$ cat src/hdl/mmad_pkg.sv
// ----------------------------------------------------------------------------
// mmad_pkg
// Types and constants shared by the multi-mode 6502 address decoder.
// ----------------------------------------------------------------------------
package mmad_pkg;

  localparam int unsigned HighRamDepth = 32768;
  localparam int unsigned HighRamAw    = $clog2(HighRamDepth);

  typedef enum logic [2:0] {
    TGT_NONE = 3'd0,
    TGT_LOW  = 3'd1,
    TGT_HIGH = 3'd2,
    TGT_IO   = 3'd3,
    TGT_CART = 3'd4
  } target_e;

  typedef enum logic [2:0] {
    MODE_OFF = 3'd0,
    MODE_M1  = 3'd1,
    MODE_M2  = 3'd2,
    MODE_M3  = 3'd3,
    MODE_M4  = 3'd4,
    MODE_M5  = 3'd5
  } mode_e;

  typedef enum logic [1:0] {
    CFG_MEMORY_MODE   = 2'd0,
    CFG_WINDOW_BEGIN  = 2'd1,
    CFG_WINDOW_END    = 2'd2,
    CFG_WRITE_ENABLES = 2'd3
  } cfg_index_e;

  localparam logic REQ_READ  = 1'b0;
  localparam logic REQ_WRITE = 1'b1;

  typedef struct packed {
    logic        req_type;
    logic [15:0] address;
    logic [7:0]  write_data;
  } req_t;

  typedef struct packed {
    logic [7:0]  read_data;
    target_e     target;
    logic [15:0] ext_address;
    logic        screen_dirty;
  } rsp_t;

  // decoded access, handed from the front to the back through the queue
  typedef struct packed {
    logic        is_write;
    target_e     target;
    logic [15:0] ram_index;
    logic [15:0] ext_address;
    logic        dirty;
    logic [7:0]  write_data;
  } job_t;

endpackage

$ cat src/hdl/mmad_front.sv
// ----------------------------------------------------------------------------
// mmad_front
// Configuration registers and address decode; turns a bus access into a job.
// ----------------------------------------------------------------------------
module mmad_front import mmad_pkg::*; #(
  parameter int unsigned LOW_RAM_DEPTH = 65536
) (
  input  logic        clk_i,
  input  logic        rst_ni,
  input  logic        cfg_we_i,
  input  logic [1:0]  cfg_index_i,
  input  logic [15:0] cfg_data_i,
  input  req_t        req_i,
  output job_t        job_o
);

  logic [2:0]  mode_q;
  logic [15:0] win_begin_q;
  logic [15:0] win_end_q;
  logic [1:0]  wr_en_q;

  always_ff @(posedge clk_i or negedge rst_ni) begin
    if (!rst_ni) begin
      mode_q      <= MODE_OFF;
      win_begin_q <= '0;
      win_end_q   <= '0;
      wr_en_q     <= '0;
    end else if (cfg_we_i) begin
      case (cfg_index_e'(cfg_index_i))
        CFG_MEMORY_MODE:   mode_q      <= cfg_data_i[2:0];
        CFG_WINDOW_BEGIN:  win_begin_q <= cfg_data_i;
        CFG_WINDOW_END:    win_end_q   <= cfg_data_i;
        CFG_WRITE_ENABLES: wr_en_q     <= cfg_data_i[1:0];
        default: ;
      endcase
    end
  end

  logic [15:0] a;
  logic [15:0] ext;
  logic [15:0] low_addr;
  logic        dirty;
  logic        in_win;
  target_e     tgt;

  assign a      = req_i.address;
  assign in_win = (a >= win_begin_q) && (a < win_end_q);

  always_comb begin
    tgt   = TGT_NONE;
    ext   = '0;
    dirty = 1'b0;
    if (req_i.req_type == REQ_WRITE) begin
      case (mode_e'(mode_q))
        MODE_M1: begin
          if (in_win) begin
            tgt   = TGT_LOW;
            dirty = 1'b1;
          end else if (a < 16'h8000) tgt = TGT_LOW;
          else if (a < 16'hC000) tgt = TGT_HIGH;
          else if (a < 16'hC100) begin
            tgt = TGT_IO;
            ext = {8'h00, a[7:0]};
          end
        end
        MODE_M2: begin
          if (a < 16'h8000) tgt = TGT_LOW;
          else if (a >= 16'h9000 && a < 16'h9400) begin
            tgt = TGT_IO;
            ext = a;
          end else if (a >= 16'h9400 && a < 16'h9800) tgt = TGT_HIGH;
        end
        MODE_M3: begin
          if (a[15:8] == 8'h03) begin
            tgt = TGT_IO;
            ext = a;
          end else if (a < 16'h8000) tgt = TGT_LOW;
          else if (a < 16'hC000) tgt = TGT_HIGH;
        end
        MODE_M4: begin
          if (a < 16'h0400 || (a >= 16'h2800 && a < 16'h3C00)) tgt = TGT_LOW;
          else if (a >= 16'h8000 && a < 16'h9800) begin
            tgt   = TGT_HIGH;
            dirty = (a < win_end_q);
          end else if (a >= 16'hB000 && a < 16'hBC00) begin
            tgt = TGT_IO;
            ext = a;
          end
        end
        MODE_M5: begin
          if (a < 16'h2000) tgt = TGT_LOW;
          else if (a < 16'h4000) begin
            tgt = TGT_IO;
            ext = {13'h0400, a[2:0]};
          end else if (a <= 16'h4016) begin
            tgt = TGT_IO;
            ext = a;
          end else if (a >= 16'h6000 && a < 16'h8000 && wr_en_q[0]) tgt = TGT_LOW;
          else if (a >= 16'h8000 && wr_en_q[1]) begin
            tgt = TGT_IO;
            ext = a;
          end
        end
        default: ;
      endcase
    end else begin
      case (mode_e'(mode_q))
        MODE_M1: begin
          if (a < 16'h8000) tgt = TGT_LOW;
          else if (a < 16'hC000 || a >= 16'hC100) tgt = TGT_HIGH;
          else begin
            tgt = TGT_IO;
            ext = {8'h00, a[7:0]};
          end
        end
        MODE_M2: begin
          if (a < 16'h8000) tgt = TGT_LOW;
          else if (a >= 16'h9000 && a < 16'h9400) begin
            tgt = TGT_IO;
            ext = a;
          end else tgt = TGT_HIGH;
        end
        MODE_M3: begin
          if (a[15:8] == 8'h03) begin
            tgt = TGT_IO;
            ext = a;
          end else if (a < 16'h8000) tgt = TGT_LOW;
          else tgt = TGT_HIGH;
        end
        MODE_M4: begin
          if (a < 16'h8000) tgt = TGT_LOW;
          else if (a >= 16'hB000 && a < 16'hBC00) begin
            tgt = TGT_IO;
            ext = a;
          end else tgt = TGT_HIGH;
        end
        MODE_M5: begin
          if (a >= 16'h8000) begin
            tgt = TGT_CART;
            ext = a;
          end else if (a >= 16'h6000 || a < 16'h2000) tgt = TGT_LOW;
          else if (a < 16'h4000) begin
            tgt = TGT_IO;
            ext = {13'h0400, a[2:0]};
          end else if (a <= 16'h4016) begin
            tgt = TGT_IO;
            ext = a;
          end
        end
        default: ;
      endcase
    end
  end

  // low RAM index: mode 5 mirrors the first 8K every 2K, then wrap at depth
  logic [15:0] mirrored;
  assign mirrored = (mode_q == MODE_M5 && a < 16'h2000) ? (a & 16'h07FF) : a;

  always_comb begin
    if (17'(mirrored) >= 17'(LOW_RAM_DEPTH)) begin
      low_addr = mirrored - 16'(LOW_RAM_DEPTH);
    end else begin
      low_addr = mirrored;
    end
  end

  always_comb begin
    job_o.is_write    = req_i.req_type;
    job_o.target      = tgt;
    job_o.ram_index   = (tgt == TGT_HIGH) ? {1'b0, a[14:0]} : low_addr;
    job_o.ext_address = ext;
    job_o.dirty       = dirty;
    job_o.write_data  = req_i.write_data;
  end

endmodule

$ cat config.mk
export PLATFORM = sky130hd
export DESIGN_NAME = mmad_front
export DESIGN_NICKNAME = d
export VERILOG_FILES = /design/src/hdl/mmad_pkg.sv /design/src/hdl/mmad_front.sv
export SDC_FILE = /design/constraint.sdc
export NUM_CORES = 1
export LEC_CHECK = 0
export BUFFER_PORTS_ARGS = -buffer_cell sky130_fd_sc_hd__buf_2
export CORE_UTILIZATION = 29
export CTS_BUF_LIST = sky130_fd_sc_hd__clkbuf_16
export DETAILED_ROUTE_END_ITERATION = 10
export GPL_TIMING_DRIVEN = 0
export HOLD_SLACK_MARGIN = 0.08
export PLACE_DENSITY_LB_ADDON = 0.05
export SYNTH_ARGS = -nofsm -noshare
export SYNTH_HDL_FRONTEND = slang
export SYNTH_SLANG_ARGS = --single-unit
$ cat constraint.sdc
create_clock -name clk_i -period 2.2 [get_ports clk_i]
set_input_delay 0 -clock clk_i [delete_from_list [all_inputs] [get_ports clk_i]]
set_output_delay 0 -clock clk_i [all_outputs]
set_load 0.02 [all_outputs]
**Word-level counts from Yosys, hierarchy flattened**

Index checks and enable logic that the tools add are counted.

- Register bits: 37
- Bits of input ports: 46
- Output and inout bits: 45
- Logic and storage cells: 117

- $lt $le $gt $ge: 20
- Eq/ne operators: 10
- Mux-type cells: 65
- Reductions and logical operators: 18

Operators by type and width:

| kind | count |
|---|---|
| 16-bit two-way mux | 19 |
| 16-bit one-hot mux with 5 select lines | 2 |
| 16-bit < comparator, second input constant | 6 |
| 16-bit greater-or-equal comparator, second input constant | 5 |
| 2-bit two-way mux | 26 |
| 8-bit two-way mux | 6 |
| 16-bit by 14-bit < comparator with 1-bit output, second input constant | 2 |
| 16-bit by 14-bit greater-or-equal comparator with 1-bit output, second input constant | 1 |
| 16-bit by 15-bit greater-or-equal comparator with 1-bit output, second input constant | 1 |
| 16-bit greater-or-equal comparator | 1 |
| 16-bit by 15-bit less-or-equal comparator with 1-bit output, second input constant | 1 |
| 16-bit by 11-bit < comparator with 1-bit output, second input constant | 1 |
| 16-bit by 15-bit < comparator with 1-bit output, second input constant | 1 |
| 16-bit < comparator | 1 |
| 3-bit one-hot mux with 5 select lines | 1 |
| 1-bit logical AND | 10 |
| 2-bit one-hot mux with 5 select lines | 1 |
| 3-bit by 2-bit == test with 1-bit output, second input constant | 3 |
| 8-bit by 2-bit == test with 1-bit output, second input constant | 1 |
| 2-bit AND reduction | 4 |
| 1-bit two-way mux | 7 |
| 3-bit == test, second input constant | 2 |
| 3-bit two-way mux | 2 |
| 2-bit == test, second input constant | 2 |
| 5 further kinds | 7 |

**Depth between registers and ports, before layout**

- Depth after elaboration: 11
- Depth in mapped cells: 10
- Gate-level depth less buffers: 9

**Worst setup path after synthesis**

No wires, ideal clock.

- Path type: register to output
- From: reg win_end_q[11]
- To: out job_o[40] in the netlist's numbering
- Data arrival time: 2,108 ps
- Data required time: 2,200 ps
- Setup slack: 92 ps
- Cell stages (with the launch flop): 10
- Path buffers: 0
- Path through: dfrtp_1 -> inv_1 -> ha_1 -> a41oi_1 -> o21ai_0 -> a221oi_1 -> o21ai_2 -> a211oi_2 -> o21ai_1 -> a41oi_1

RTL lines:

| element | line | source |
|---|---|---|
| start, declared | mmad_front.sv:19 | `logic [15:0] win_end_q;` |
| start signal, assigned | mmad_front.sv:32 | `CFG_WINDOW_END: win_end_q <= cfg_data_i;` |
| end, declared | mmad_front.sv:14 | `output job_t job_o` |

==> impl_summary.log <==
[metrics] outcome: finished with violations
[metrics] violations in the final reports: negative setup slack
[metrics] type of element capturing the critical path: output pin
[metrics] share of the clock period used by the worst path after layout: 1.11
[metrics] max-capacitance violation count: 0
[metrics] power spent charging and discharging nets: 909 uW
[metrics] end point of the critical path: job_o[40]
[metrics] die area: 0.0111 sq mm
[metrics] post-synthesis instance area: 0.00310 sq mm
[metrics] sequential area share after synthesis: 0.299
[metrics] power share of the sequential group: 0.305
[metrics] final cell count without fillers: 577
[metrics] shortest period the worst path allows: 2450 ps
[metrics] final hold violation count: 0
[metrics] number of filler instances in the final layout: 1,084
[metrics] net switching share of the total power: 0.316
[metrics] cell internal power dissipation: 1.97 mW
[metrics] Final #Nets: 517
[metrics] register bit count reported by yosys: 37
[metrics] CP required: 2200 ps
[metrics] number of buffers inserted by port buffering: 81
[metrics] Final Util: 0.415
[metrics] combinational share of power: 0.372
[metrics] remaining antenna violation count after routing: 0
[metrics] worst flop-to-flop path endpoint: mode_q[2]
[metrics] DRT Pass-1 Iters: 4
[metrics] EDFF count, synth: 0
[metrics] die boundary height: 105 microns
[metrics] CTS H-tree depth: 2
[metrics] Layout Skew: 0 ps
[metrics] grt ovf: 0
[metrics] part of the power in the clock network: 0.323
[metrics] 1st-iter DRT viols: 57
[metrics] number of clock sinks: 37
[metrics] minimum setup slack in the final design: -245 ps
[metrics] total power consumption of the routed design: 2.87 mW
[metrics] worst hold margin: 144 ps
[metrics] per-cell via count in the routed design: 4.84
[metrics] worst slack at placement: -237 ps
[metrics] number of pins with negative max-slew slack in the final report: 0
[metrics] Routed WL per cell: 14.9 microns
[metrics] CP startpoint kind: flip-flop
[metrics] worst min-delay path class: input port to flip-flop
[metrics] DPL Wire Length: 6.49 mm
[metrics] global-route wire length before repair: 13.6 mm
[metrics] origin of the critical flop-to-flop path: mode_q[2]
[metrics] antenna violations before repair: 0
[metrics] number of placement rows: 37
[metrics] Total Wirelength: 8.57 mm
[metrics] setup repair after global routing missed its margin: true
[metrics] TritonCTS Buffers: 5
[metrics] Crit Path Max Fanout: 3
[metrics] layout cell share with drive strength beyond 1: 0.456
[metrics] source-to-sink clock delay at the later pin of the worst-skew pair: 270 ps
[metrics] Fmax achieved: 409 MHz
[metrics] global-route total usage across every layer: 0.155
[metrics] post-synthesis area per instance: 9.34 sq um
[metrics] YS warnings: 0
[metrics] number of cells produced by synthesis: 332
[metrics] detailed-route DRC error count: 0
[metrics] initial core utilization: 0.299
[metrics] FF-to-FF path depth: 2
[metrics] transition time at the pin with the least slew margin: 887 ps
[metrics] FFs w/ async S/R, synth: 1.00
[metrics] pin count of the biggest net entering global routing: 38
[metrics] category of the critical setup timing path: flip-flop to output pin
[metrics] Placed Instance Area: 0.00368 sq mm
[metrics] top-level I/O count: 91
[metrics] Placed Instances: 549
[metrics] placer's final routability congestion estimate: 0.804
[metrics] Area Overhead vs Synth: 38.7%
[metrics] worst reg-to-reg setup slack: 1120 ps
[metrics] number of global-route vias before repair: 2,710
[metrics] Pwr Density: 668 mW/mm^2
[metrics] relative slew slack: 0.409
[metrics] cell leakage power: 2.04 nW
[metrics] Cell variety after synth: 59
[metrics] Setup TNS Final: -2100 ps
[metrics] number of buffers on the longest clock path: 2
[metrics] clock root buffer: clkbuf_16
[metrics] crit path DAT: 2450 ps
[metrics] Placeable Area: 0.0104 sq mm
[metrics] clock slew at reported path FFs: 60 ps
[metrics] startpoint of the worst setup timing path: win_begin_q[10]
[metrics] finished layout cell area: 0.00430 sq mm
[metrics] Vias: 2,794
[metrics] die boundary width: 105 microns
[metrics] dominant synthesized flop cell: dfrtp_1
[metrics] maximum vdd ir drop: 0.000311 V
[metrics] clock tree from TritonCTS: yes
[metrics] Post-Synthesis Net Count: 409
[metrics] n_diodes: 0
[metrics] number of endpoints failing setup at the final stage: 12
[power by group through the flow]
stage / Sequential (mW) / Combinational [mW] / Clock, mW
finish: 0.875 / 1.07 / 0.930
global route: 0.891 / 1.19 / 0.976
CTS: 0.874 / 1.03 / 0.953
detailed placement: 0.884 / 0.913 / 0
global placement: 0.882 / 0.906 / 0
floorplan: 0.866 / 0.656 / 0
[cells in the final DEF (no fill, tap or decap), types with 6 or more instances in the layout]
cell type / count
a21oi_1: 9
buf_2: 73
o21ai_0: 9
inv_1: 35
nand3_1: 6
nand2_1: 16
ha_1: 26
and2_4: 6
mux2_2: 37
dfrtp_1: 37
dlygate4sd3_1: 17
nor2_1: 12
o21ai_2: 9
buf_4: 26
clkbuf_1: 7
buf_6: 12
nor2b_1: 6
[layout make-up]
class / instances / area [sq um] / share of cell area
Inverter: 40 / 150 / 0.0349
Sequential cell: 37 / 926 / 0.215
Timing Repair Buffer: 102 / 677 / 0.157
Clock buffer: 5 / 125 / 0.0291
Multi-Input combinational cell: 220 / 1970 / 0.458
Buffer: 34 / 219 / 0.0509
Clock inverter: 3 / 65.1 / 0.0151
Tap cell: 136 / 170 / 0.0396
[critical path: stages (launching register included)]
cell     delay [ps]
dfrtp_1         390
inv_2            80
ha_4            200
a21o_1          160
a21oi_2         160
o21ai_2          90
o31ai_4         310
buf_4           170
a21oi_1          80
o21ai_2         210
a41oi_2         130
buf_4           180
[worst min path at each step]
stage	endpoint	start	cells after the start
after floorplan	mode_q[0]	rst_ni	0
after global placement	win_begin_q[12]	rst_ni	1
after detailed placement	win_end_q[13]	rst_ni	1
after CTS	wr_en_q[0]	cfg_index_i[1]	3
after global routing	wr_en_q[0]	cfg_index_i[1]	3
final	wr_en_q[0]	cfg_index_i[1]	3
[logic make-up after synthesis]
family | share of synthesized area
fa+ha+maj | 0.125
mux | 0.134
flops | 0.299
compound gates | 0.159
simple gates | 0.161
buf+inv | 0.121
[synth_stat cells (2+ instances only)]
library cell   n  area [sq um]
nand2b_1       4          25.0
nor4_2         3          37.5
a211oi_1       3          22.5
a21boi_0       2          15.0
nand4_1        4          25.0
o31a_1         2          17.5
nand3b_1       2          15.0
o21ai_2        4          35.0
dfrtp_1       37           926
or3_1          2          12.5
nor2b_1        6          37.5
a21oi_1       12          60.1
clkbuf_1       7          26.3
a2111o_1       2          22.5
o21ai_1        4          20.0
o211ai_1       2          15.0
and3_1         4          25.0
inv_1         40           150
ha_1          31           388
nand3_1        6          30.0
mux2_2        37           417
and4_1         2          17.5
o31ai_1        2          15.0
a211oi_2       2          25.0
a21o_1         4          30.0
a31oi_1        3          18.8
buf_2          4          20.0
buf_4         22           165
nor3_1         2          10.0
o21ai_0       11          55.1
nor2_1        12          45.0
nor3b_1        2          15.0
nand2_1       16          60.1
a41oi_1        2          17.5
and2_1        10          62.6
[flip-flops by register name, summed over array words and instances, names as in the netlist]
signal,cells
wr_en_q,2
mode_q,3
win_end_q,16
win_begin_q,16
[metal layers]
| metal | up-vias | share of wire | GRT usage |
|---|---|---|---|
| met3 | 7 | 0.042 | 0.0229 |
| met1 | 1344 | 0.44 | 0.191 |
| li1 | 1369 | - | - |
| met4 | 0 | 0.011 | 0.0352 |
| met2 | 74 | 0.50 | 0.284 |
| met5 | - | 0 | 0 |
[repair_timing]
action / in CTS / in global routing
hold buffers: 17 / 0
pin swaps: 21 / 7
buffers inserted: 3 / 2
hold endpoints to repair: 74 / 0
endpoints found under the setup margin: 14 / 14
gates resized for setup: 43 / 16
No activity file was read; power rests on OpenSTA's default activity.
