**config.mk**
```make
export PLATFORM = sky130hd
export DESIGN_NAME = mmad_queue
export DESIGN_NICKNAME = d
export VERILOG_FILES = /design/src/hdl/mmad_pkg.sv /design/src/hdl/mmad_queue.sv
export SDC_FILE = /design/constraint.sdc
export NUM_CORES = 1
export LEC_CHECK = 0
export ABC_AREA = 1
export ABC_CLOCK_PERIOD_IN_PS = 3870
export BUFFER_PORTS_ARGS = -buffer_cell sky130_fd_sc_hd__buf_2
export CORE_ASPECT_RATIO = 1.25
export CORE_MARGIN = 3
export CORE_UTILIZATION = 35
export DETAILED_ROUTE_END_ITERATION = 16
export PLACE_DENSITY = 0.57
export RECOVER_POWER = 100
export SYNTH_ARGS = -nofsm -noshare
export SYNTH_HDL_FRONTEND = slang
export SYNTH_SLANG_ARGS = --single-unit
```
**constraint.sdc**
```tcl
create_clock -name clk_i -period 3.87 [get_ports clk_i]
set_clock_uncertainty 0.2 [all_clocks]
set_input_delay 0.9675 -clock clk_i [delete_from_list [all_inputs] [get_ports clk_i]]
set_output_delay 0.9675 -clock clk_i [all_outputs]
set_load 0.05 [all_outputs]
```
**src/hdl/mmad_pkg.sv**
```systemverilog
// ----------------------------------------------------------------------------
// mmad_pkg
// Types and constants shared by the multi-mode 6502 address decoder.
// ----------------------------------------------------------------------------
package mmad_pkg;

  localparam int unsigned HighRamDepth = 32768;
  localparam int unsigned HighRamAw    = $clog2(HighRamDepth);

  typedef enum logic [2:0] {
    TGT_NONE = 3'd0,
    TGT_LOW  = 3'd1,
    TGT_HIGH = 3'd2,
    TGT_IO   = 3'd3,
    TGT_CART = 3'd4
  } target_e;

  typedef enum logic [2:0] {
    MODE_OFF = 3'd0,
    MODE_M1  = 3'd1,
    MODE_M2  = 3'd2,
    MODE_M3  = 3'd3,
    MODE_M4  = 3'd4,
    MODE_M5  = 3'd5
  } mode_e;

  typedef enum logic [1:0] {
    CFG_MEMORY_MODE   = 2'd0,
    CFG_WINDOW_BEGIN  = 2'd1,
    CFG_WINDOW_END    = 2'd2,
    CFG_WRITE_ENABLES = 2'd3
  } cfg_index_e;

  localparam logic REQ_READ  = 1'b0;
  localparam logic REQ_WRITE = 1'b1;

  typedef struct packed {
    logic        req_type;
    logic [15:0] address;
    logic [7:0]  write_data;
  } req_t;

  typedef struct packed {
    logic [7:0]  read_data;
    target_e     target;
    logic [15:0] ext_address;
    logic        screen_dirty;
  } rsp_t;

  // decoded access, handed from the front to the back through the queue
  typedef struct packed {
    logic        is_write;
    target_e     target;
    logic [15:0] ram_index;
    logic [15:0] ext_address;
    logic        dirty;
    logic [7:0]  write_data;
  } job_t;

endpackage

```
**src/hdl/mmad_queue.sv**
```systemverilog
// ----------------------------------------------------------------------------
// mmad_queue
// Two-entry job queue between the decode front and the RAM back.
// ----------------------------------------------------------------------------
module mmad_queue import mmad_pkg::*; (
  input  logic clk_i,
  input  logic rst_ni,
  input  logic push_i,
  input  job_t push_job_i,
  output logic full_o,
  input  logic pop_i,
  output logic valid_o,
  output job_t head_o
);

  job_t       entry_q [2];
  logic       wr_ptr_q;
  logic       rd_ptr_q;
  logic [1:0] count_q;

  assign full_o  = (count_q == 2'd2);
  assign valid_o = (count_q != 2'd0);
  assign head_o  = entry_q[rd_ptr_q];

  always_ff @(posedge clk_i or negedge rst_ni) begin
    if (!rst_ni) begin
      wr_ptr_q <= 1'b0;
      rd_ptr_q <= 1'b0;
      count_q  <= 2'd0;
    end else begin
      if (push_i) wr_ptr_q <= ~wr_ptr_q;
      if (pop_i)  rd_ptr_q <= ~rd_ptr_q;
      count_q <= count_q + 2'(push_i) - 2'(pop_i);
    end
  end

  always_ff @(posedge clk_i) begin
    if (push_i) entry_q[wr_ptr_q] <= push_job_i;
  end

endmodule

```
## Yosys cells after proc, flatten, opt, wreduce, memory -nomap -nowiden

Memories as Yosys holds them, arrays and structs flattened.
Cells that the tools add are included.

- Mux-type cells: 2
- Equality and inequality tests: 1
- Bitwise gates (word level): 2
- Add/subtract/negate cells: 2
- Reduce and logical (&&, ||, !) cells: 1

Operators with widths:

| cell | number |
|---|---|
| 2-bit by 1-bit adder with 2-bit output | 1 |
| 2-bit == test (second input constant) | 1 |
| 1-bit two-way mux | 2 |
| 1-bit inverter | 2 |
| 2-bit nonzero test | 1 |
| 2-bit by 1-bit subtractor with 2-bit output | 1 |

- Bits of input ports: 49
- Register bits: 4
- Output and inout bits: 47
- Bits in writable memories: 90
- Memories: 1

Memories:

| name | words | bits a word | read ports | clocked after Yosys merged registers in | wr ports | RTL line | RTL |
|---|---|---|---|---|---|---|---|
| entry_q | 2 | 45 | 1 | 0 | 1 | mmad_queue.sv:16 | `job_t entry_q [2];` |

## Depth between registers and ports, before layout

Gate-level depths: netlist of run 1.

- Depth in word-level cells: 2
- Gate-level depth with buffers: 7
- Mapped depth without buffers: 7

## Least setup slack after synthesis of run 1

OpenSTA, ideal clock, no wires.

- Kind: input -> register
- From: input push_i
- To: memory entry_q[0][0] in the netlist's numbering, enable pin
- Stages on the path: 2
- Path slack: 322 ps
- Setup time: 449 ps
- Arrival: 2,899 ps
- Path buffers: 0
- Path through: inv_1 > nor2_1

- Word-level cells in the longest chain between the ends: 2

Ends and longest elaborated chain:

| element | RTL line | RTL |
|---|---|---|
| start, declared | mmad_queue.sv:8 | `input logic push_i,` |
| 1-bit two-way mux | mmad_queue.sv:38 | `if (push_i) entry_q[wr_ptr_q] <= push_job_i;` |
| 1-bit two-way mux (not written as such) | mmad_queue.sv:38 |  |
| end, declared | mmad_queue.sv:16 |  |

No other way between the ends.

==> implementation parameters, run 1 <==
Parameter                              Value

Status
  Result of the run ... finished with violations
  Violations in the final reports ... max-capacitance violations, max-slew violations

Placed design
  Cell Count Post-Placement ... 475
  Weighted congestion reported at the end of routability-driven placement ... about 0.65
  Port Buffer Count ... 95
  Half-perimeter wire length after detailed placement ... 4.04 mm

Logic synthesis
  Number of flops mapped to enable cells by yosys ... 90
  Sequential area share after synthesis ... 78.2%
  Combined area of all synthesized cells ... 0.00359 sq mm
  Ys Warns ... 0
  Post-synthesis area per instance ... 13.8 sq um
  Post-synthesis cell count ... 260
  Top-count cell post-synth ... edfxtp_1
  Async set-or-reset flop fraction in the synthesized netlist ... about 4.3%
  Area fraction of the dominant cell type after synthesis ... 75.4%
  Nets in the synthesized netlist ... 311
  Most area-hungry cell type in the Yosys netlist ... edfxtp_1
  Number of synthesized register bits ... 94
  Library cells used by synthesis ... 10
  Dominant register cell in the synthesized netlist ... edfxtp_1
  Ranking of synthesized cells by instance count ... 90 x edfxtp_1, 52 x inv_1, 52 x nand2_1
  Ranking of synthesized cells by area ... edfxtp_1 75%, o21ai_1 6.3%, inv_1 5.4%

Drt
  Vias after detailed routing ... 2102
  TritonRoute pass-1 iters ... 4
  Vias per inst ... 4.27
  Final wirelength ... 6.17 mm
  Count of nets left with antenna violations after detail routing ... 0
  Number of DRC markers after the initial detailed-route iteration ... 63
  Wirelength per Cell ... 12.5 um
  DRC violations left ... 0

GRT
  Aggregate global routing overflow ... 0
  Global-route wire length before repair ... 9.58 mm
  Initial antenna violation count ... 2
  Total Routing Usage GR ... 11.4%
  Via count of the first global-routing pass ... approximately 2000
  Largest net degree at the start of global routing ... 46

Critical path
  Crit-path cells ... buf_12 > nand2_1 > o21ai_1 > clkbuf_1
  Kind of start point of the critical path ... flop
  Slowest stage cell on the critical path ... dfrtp_1
  Worst flop-to-flop path startpoint ... wr_ptr_q$_DFFE_PN0P_
  Cell type group with the largest total delay on the critical path ... flip-flops
  Longest individual stage delay on the worst path ... 0.80 ns
  Critical-path maximum fanout ... 38
  Critical path data required time ... 2.70 ns
  Category of the worst setup path capture point ... primary output
  Buffers & Inverters on Critical Path ... 2
  Arr. time, crit path ... 2.08 ns
  Critical path class ... flop to primary output
  Crit path launch ... rd_ptr_q$_DFFE_PN0P_

STA
  Achievable frequency ... 308 MHz
  RSZ-0062 raised after global routing ... false
  Least-Margin Pin Slew ... 1.83 ns
  Setup violators final ... 0
  Final worst-path cycle share ... 83.9%
  Endpoints failing hold ... 0
  Time the worst path needs with I/O delays and setup ... 3.25 ns
  Setup_tns ... 0 ns
  Max-slew violation total from the final report ... 46
  Relative max-transition margin ... -22.0%

CTS
  TritonCTS clock tree ... yes
  Number of levels in the clock H-tree ... 3
  Clock Sink Count ... 94
  CTS Buf Count ... 9
  Clk_lat worst skew ... 0.33 ns
  Longest Clk Path Bufs ... 2
  Buffer cell driving the clock tree root ... clkbuf_16
  Post-CTS resize count ... 0
  Number of post-CTS setup repair buffers ... 0
  Number of hold-repair buffers added at the cts stage ... 0
  Clock transition at path regs ... 0.06 ns

Die
  Vertical die dimension ... 119 um
  Area of the die ... 0.0115 sq mm
  Placement Rows ... 40
  Die X-Extent ... 96.5 um
  Area of the core ... 0.00981 sq mm
  Initial core utilization ... 36.6%
  I/O Pins ... 96

Final layout
  Number of standard cells in the final layout excluding fillers ... 492
  Post-layout utilization of the core ... ~45%
  Nets ... 411
  Fraction of layout instances using a drive strength above 1 ... roughly 17%
  Area growth, synth to finish ... 23.5%
  Fill cell total of the finished layout ... 936

Power
  Total power divided by cell area ... about 920 mW/mm^2
  Largest vdd supply drop ... 0.409 mV
  Leakage power of the design ... 1.80 nW

Hold path
  Tightest Hold Check Type ... primary input to asynchronous set/reset pin

Flow run
  Number of violations of the max-capacitance limit ... 1
-- worst reg2reg max path: stages, from the launching register on --
cell and delay, ns:
dfrtp_1 0.42, nand2_1 0.07, inv_1 1.29
-- flip-flops by register name, summed over array words and instances, names as in the netlist --
register / cells
count_q: 2
wr_ptr_q: 1
entry_q: 90
rd_ptr_q: 1
-- area by class of cell --
cell class                 instances  area [sq um]  share of cell area (%)
tap                              126           158                    3.56
antenna                            1          2.50                  0.0565
multi-input combinational        104           483                    10.9
clock inverter                     6           110                    2.49
inverter                          52           195                    4.41
timing repair buffer              99           449                    10.1
sequential                        94          2800                    63.3
clock buffer                      10           229                    5.17
-- report_power, final --
part,leakage [nW],switching (W),total [W],internal [W]
registers,0.892,0.0000811,0.00144,0.00136
logic,0.744,0.00135,0.00164,0.000297
clock network,0.160,0.000349,0.000979,0.000630
total,1.80,0.00178,0.00407,0.00229
-- cell usage in the layout (no fill, tap or decap) --
cell	n
clkinv_4	1
nor2_4	1
ha_1	2
nor2_1	1
clkinvlp_4	1
inv_1	52
buf_12	1
bufinv_16	3
clkbuf_16	9
buf_4	1
buf_2	46
clkinv_1	1
o21ai_1	45
edfxtp_1	90
nand3_1	1
clkbuf_1	52
nand2_1	52
diode_2	1
dfrtp_1	4
xor2_1	2
-- per-layer routing --
layer | GRT usage [%] | vias up | part of all wire, %
li1 | - | 1065 | -
met4 | 6.32 | 2 | 3.1
met3 | 4.86 | 14 | 7.9
met5 | 0 | - | 0.13
met1 | 11.9 | 961 | 39
met2 | 18.8 | 60 | 50
-- final timing paths --
| path | end | slack, ns | depth (start not counted) |
|---|---|---|---|
| max | head_o[2] | 0.62 | 4 |
| min | count_q[0]$_DFF_PN0_ | 0.27 | 1 |
| max reg2reg | entry_q[1][0]$_DFFE_PP_ | 1.45 | 2 |
| min reg2reg | wr_ptr_q$_DFFE_PN0P_ | 0.34 | 1 |
| max in group asynchronous | rd_ptr_q$_DFFE_PN0P_ | 3.00 | 1 |
| min in group clk_i | wr_ptr_q$_DFFE_PN0P_ | 0.34 | 1 |
-- stage by stage --
stage	hold WS [ns]	total power [W]	area (sq um)	setup WS, ns
2_1_floorplan	0.263	0.00285	3590	0.322
3_3_place_gp	0.328	0.00317	4160	1.23
3_5_place_dp	0.337	0.00319	4160	1.16
4_1_cts	0.218	0.00417	4500	0.792
5_1_grt	0.264	0.00429	4430	0.404
6_report	0.266	0.00407	4430	0.622
-- kinds of logic after synthesis --
kind of cell / share of synthesized area [%]
DFF: 78.2
buffers and inverters: 8.58
and+or+nand+nor: 5.79
AOI/OAI and AO/OA: 6.28
xor gates and xnor gates: 0.489
adders and majority gates: 0.698
No activity file was read; power rests on OpenSTA's default activity.
==> inputs of run 2 (changes only) <==
--- a/config.mk
+++ b/config.mk
@@ -6,13 +6,13 @@
 export NUM_CORES = 1
 export LEC_CHECK = 0
 export ABC_AREA = 1
-export ABC_CLOCK_PERIOD_IN_PS = 3870
+export ABC_CLOCK_PERIOD_IN_PS = 2800
 export BUFFER_PORTS_ARGS = -buffer_cell sky130_fd_sc_hd__buf_2
 export CORE_ASPECT_RATIO = 1.25
 export CORE_MARGIN = 3
 export CORE_UTILIZATION = 35
 export DETAILED_ROUTE_END_ITERATION = 16
-export PLACE_DENSITY = 0.57
+export PLACE_DENSITY = 0.59
 export RECOVER_POWER = 100
 export SYNTH_ARGS = -nofsm -noshare
 export SYNTH_HDL_FRONTEND = slang
==> constraint.sdc (replaced) <==
create_clock -name clk_i -period 2.8 [get_ports clk_i]
set_clock_uncertainty 0.2 [all_clocks]
set_input_delay 0.7 -clock clk_i [delete_from_list [all_inputs] [get_ports clk_i]]
set_output_delay 0.7 -clock clk_i [all_outputs]
set_load 0.05 [all_outputs]
==> run 2 against run 1 <==
  * Sequential cell count stayed put
  * Count of clock-buffer cells in the layout grew 3
  * Worst hold slack improved by 0.091 ns
  * Highest routed layer is now met4
  * Largest power group unchanged
  * Total power rose by 33%
  * Register-to-register slack lost 0.65 ns
  * Final cell count stayed put
  * Via count is 0.33% lower
  * Final area fell by 0.68%
  * Die area unchanged
  * The run now ends clean
==> implementation parameters, run 2 (synthesis results as in run 1) <==
Parameter                              Value

STA
  Relative max-transition margin ... 22.2% (+44 points)
  Setup violators final ... 0 (unchanged)
  Max-slew violation total from the final report ... 0 (-100%)
  Setup_tns ... 0 ns (unchanged)
  Endpoints failing hold ... 0 (unchanged)
  RSZ-0062 raised after global routing ... false
  Least-Margin Pin Slew ... 1.17 ns (-0.660 ns)
  Setup WS post-layout ... 0.331 ns (-0.291 ns)
  Achievable frequency ... 405 MHz
  Final worst-path cycle share ... 88.2%
  Time the worst path needs with I/O delays and setup ... 2.47 ns

Final layout
  Count of inserted antenna diode cells ... 0 (-1)
  Area growth, synth to finish ... 22.7%
  Max reg flops ... 90 (unchanged)
  Nets ... 412 (+0.24%)
  Register name with the most flops ... entry_q
  Commonest cells after routing, fill and taps aside ... 90 x edfxtp_1, 52 x inv_1, 52 x nand2_1, 45 x o21ai_1, 38 x clkbuf_2
  Registers with the most flip-flops ... entry_q (90), count_q (2)
  Fill cell total of the finished layout ... 944 (+0.85%)
  Most common cell after layout, fill and taps aside ... edfxtp_1
  Fraction of layout instances using a drive strength above 1 ... 22.7% (+5.4 points)

Drt
  Vias after detailed routing ... 2095 (-0.33%)
  Count of nets left with antenna violations after detail routing ... 0 (unchanged)
  Number of DRC markers after the initial detailed-route iteration ... 86 (+37%)
  TritonRoute pass-1 iters ... 4 (unchanged)
  Wirelength per Cell ... 12.4 um (-1.3%)
  Vias per inst ... 4.26 (-0.33%)
  DRC violations left ... 0 (unchanged)
  Final wirelength ... 6.09 mm (-1.3%)

CTS
  Longest Clk Path Bufs ... 2 (unchanged)
  Number of levels in the clock H-tree ... 3 (unchanged)
  CTS Buf Count ... 9 (unchanged)
  Clock Sink Count ... 94 (unchanged)
  Buffer cell driving the clock tree root ... clkbuf_16
  Post-CTS resize count ... 0 (unchanged)
  Clock transition at path regs ... 0.06 ns (about the same)
  TritonCTS clock tree ... yes
  Clk_lat worst skew ... 0.32 ns (about the same)

Hold path
  Tightest Hold Check Type ... flop to flop
  Min-Delay Startpoint ... wr_ptr_q$_DFFE_PN0P_
  Endpoint, Worst Hold ... wr_ptr_q$_DFFE_PN0P_
  Hold path cells ... 1

Die
  Initial core utilization ... 36.6% (unchanged)
  Die X-Extent ... 96.5 um (unchanged)
  Area of the die ... 0.0115 sq mm (unchanged)
  Area of the core ... 0.00981 sq mm (unchanged)
  Vertical die dimension ... 119 um (unchanged)
  I/O Pins ... 96 (unchanged)
  Placement Rows ... 40 (unchanged)

Power
  Largest vdd supply drop ... 0.465 mV (+14%)
  Leakage power of the design ... 1.83 nW (+2.1%)
  Total power divided by cell area ... 1220 mW/mm^2 (+33%)

Placed design
  Weighted congestion reported at the end of routability-driven placement ... 0.669 (+2.8%)
  Half-perimeter wire length after detailed placement ... 4.11 mm (+1.6%)
  Port Buffer Count ... 95 (unchanged)
  Dpl ws ... 0.691 ns (-0.473 ns)

Status
  Result of the run ... finished clean

Flow run
  Number of violations of the max-capacitance limit ... 0 (-1)

Critical path
  Reg2Reg Capture Point ... entry_q[0][11]$_DFFE_PP_
  Slowest stage cell on the critical path ... dfrtp_2
  Crit-path cells ... buf_12 > nand2_1 > o21ai_1 > clkbuf_2
  Cell count of the worst reg-to-reg path ... 2 (unchanged)
  Worst flop-to-flop path startpoint ... wr_ptr_q$_DFFE_PN0P_
  Kind of start point of the critical path ... flop
  Arr. time, crit path ... 1.57 ns (-0.51 ns)
  Critical-path maximum fanout ... 91 (+140%)
  Category of the worst setup path capture point ... primary output
  Longest individual stage delay on the worst path ... 0.37 ns (-0.43 ns)
  Critical path class ... flop to primary output
  R2r setup slk ... 0.80 ns (-0.65 ns)
  Critical path data required time ... 1.90 ns (-0.80 ns)

GRT
  Aggregate global routing overflow ... 0 (unchanged)
  Largest net degree at the start of global routing ... 92 (+100%)
  Global-route wire length before repair ... 9.71 mm (+1.3%)
  Total Routing Usage GR ... 11.1% (-0.28 points)
  Via count of the first global-routing pass ... 2058 (+1.1%)
  Initial antenna violation count ... 0 (-2)
-- run 2: cell count changes in the layout (fill, tap and decap cells not counted), moves of 3 or more --
cell | before | now
bufinv_16 | 3 | 0
buf_2 | 46 | 29
clkbuf_2 | 0 | 38
clkbuf_1 | 52 | 33
-- run 2: metrics by stage --
step / area, sq um / power, W / instances / hold WS [ns] / util, %
after global routing: 4400 / 0.00570 / 492 / 0.342 / 44.8
after global placement: 4170 / 0.00438 / 475 / 0.312 / 42.5
after CTS: 4440 / 0.00548 / 492 / 0.345 / 45.3
after detailed placement: 4170 / 0.00440 / 475 / 0.313 / 42.5
after floorplan: 3590 / 0.00394 / 260 / 0.204 / -
final: 4400 / 0.00539 / 492 / 0.357 / 44.8
-- run 2: power by group --
group          switching, W  internal [W]  total (W)
logic               0.00191      0.000465    0.00237
clock network      0.000466      0.000603    0.00107
registers         0.0000736       0.00188    0.00195
total               0.00245       0.00294    0.00539
-- run 2: metal layers --
layer  vias to the layer above  GRT usage [%]  routed length [um]
met4                         0           4.21                  45
met3                         4           4.30                 493
met5                         -              0                   0
met1                       959           13.5                2550
met2                        65           17.6                3010
li1                       1067              -                   -
-- run 2: worst max path at each step --
stage | from | to | slack (ns) | cells past startpoint
finish | rd_ptr_q$_DFFE_PN0P_ | head_o[43] | 0.33 | 4
floorplan | push_i | entry_q[0][0]$_DFFE_PP_ | 0.29 | 2
global placement | rd_ptr_q$_DFFE_PN0P_ | head_o[11] | 0.72 | 4
detailed placement | rd_ptr_q$_DFFE_PN0P_ | head_o[11] | 0.69 | 4
global route | rd_ptr_q$_DFFE_PN0P_ | head_o[10] | 0.23 | 4
CTS | rd_ptr_q$_DFFE_PN0P_ | head_o[11] | 0.33 | 4
-- run 2: layout make-up --
class                   count  area, sq um  share of cell area (%)
flip-flops and latches     94         2800                    63.7
inverters                  52          195                    4.44
well taps                 126          158                    3.58
repair buffers            100          498                    11.3
clock inverters             3         21.3                   0.484
clock buffers              13          240                    5.46
multi-input cells         104          483                    11.0
-- run 2: repair_timing --
action	CTS	global route
buffers inserted	0	0
endpoints found under the hold margin	4	0
hold buffers	1	0
-- run 2: worst max-delay path, delay by kind of cell, from the launching register on --
family	cells	cell delay [ns]
buf+inv	2	0.58
compound gates	1	0.10
flops	1	0.37
simple gates	1	0.12
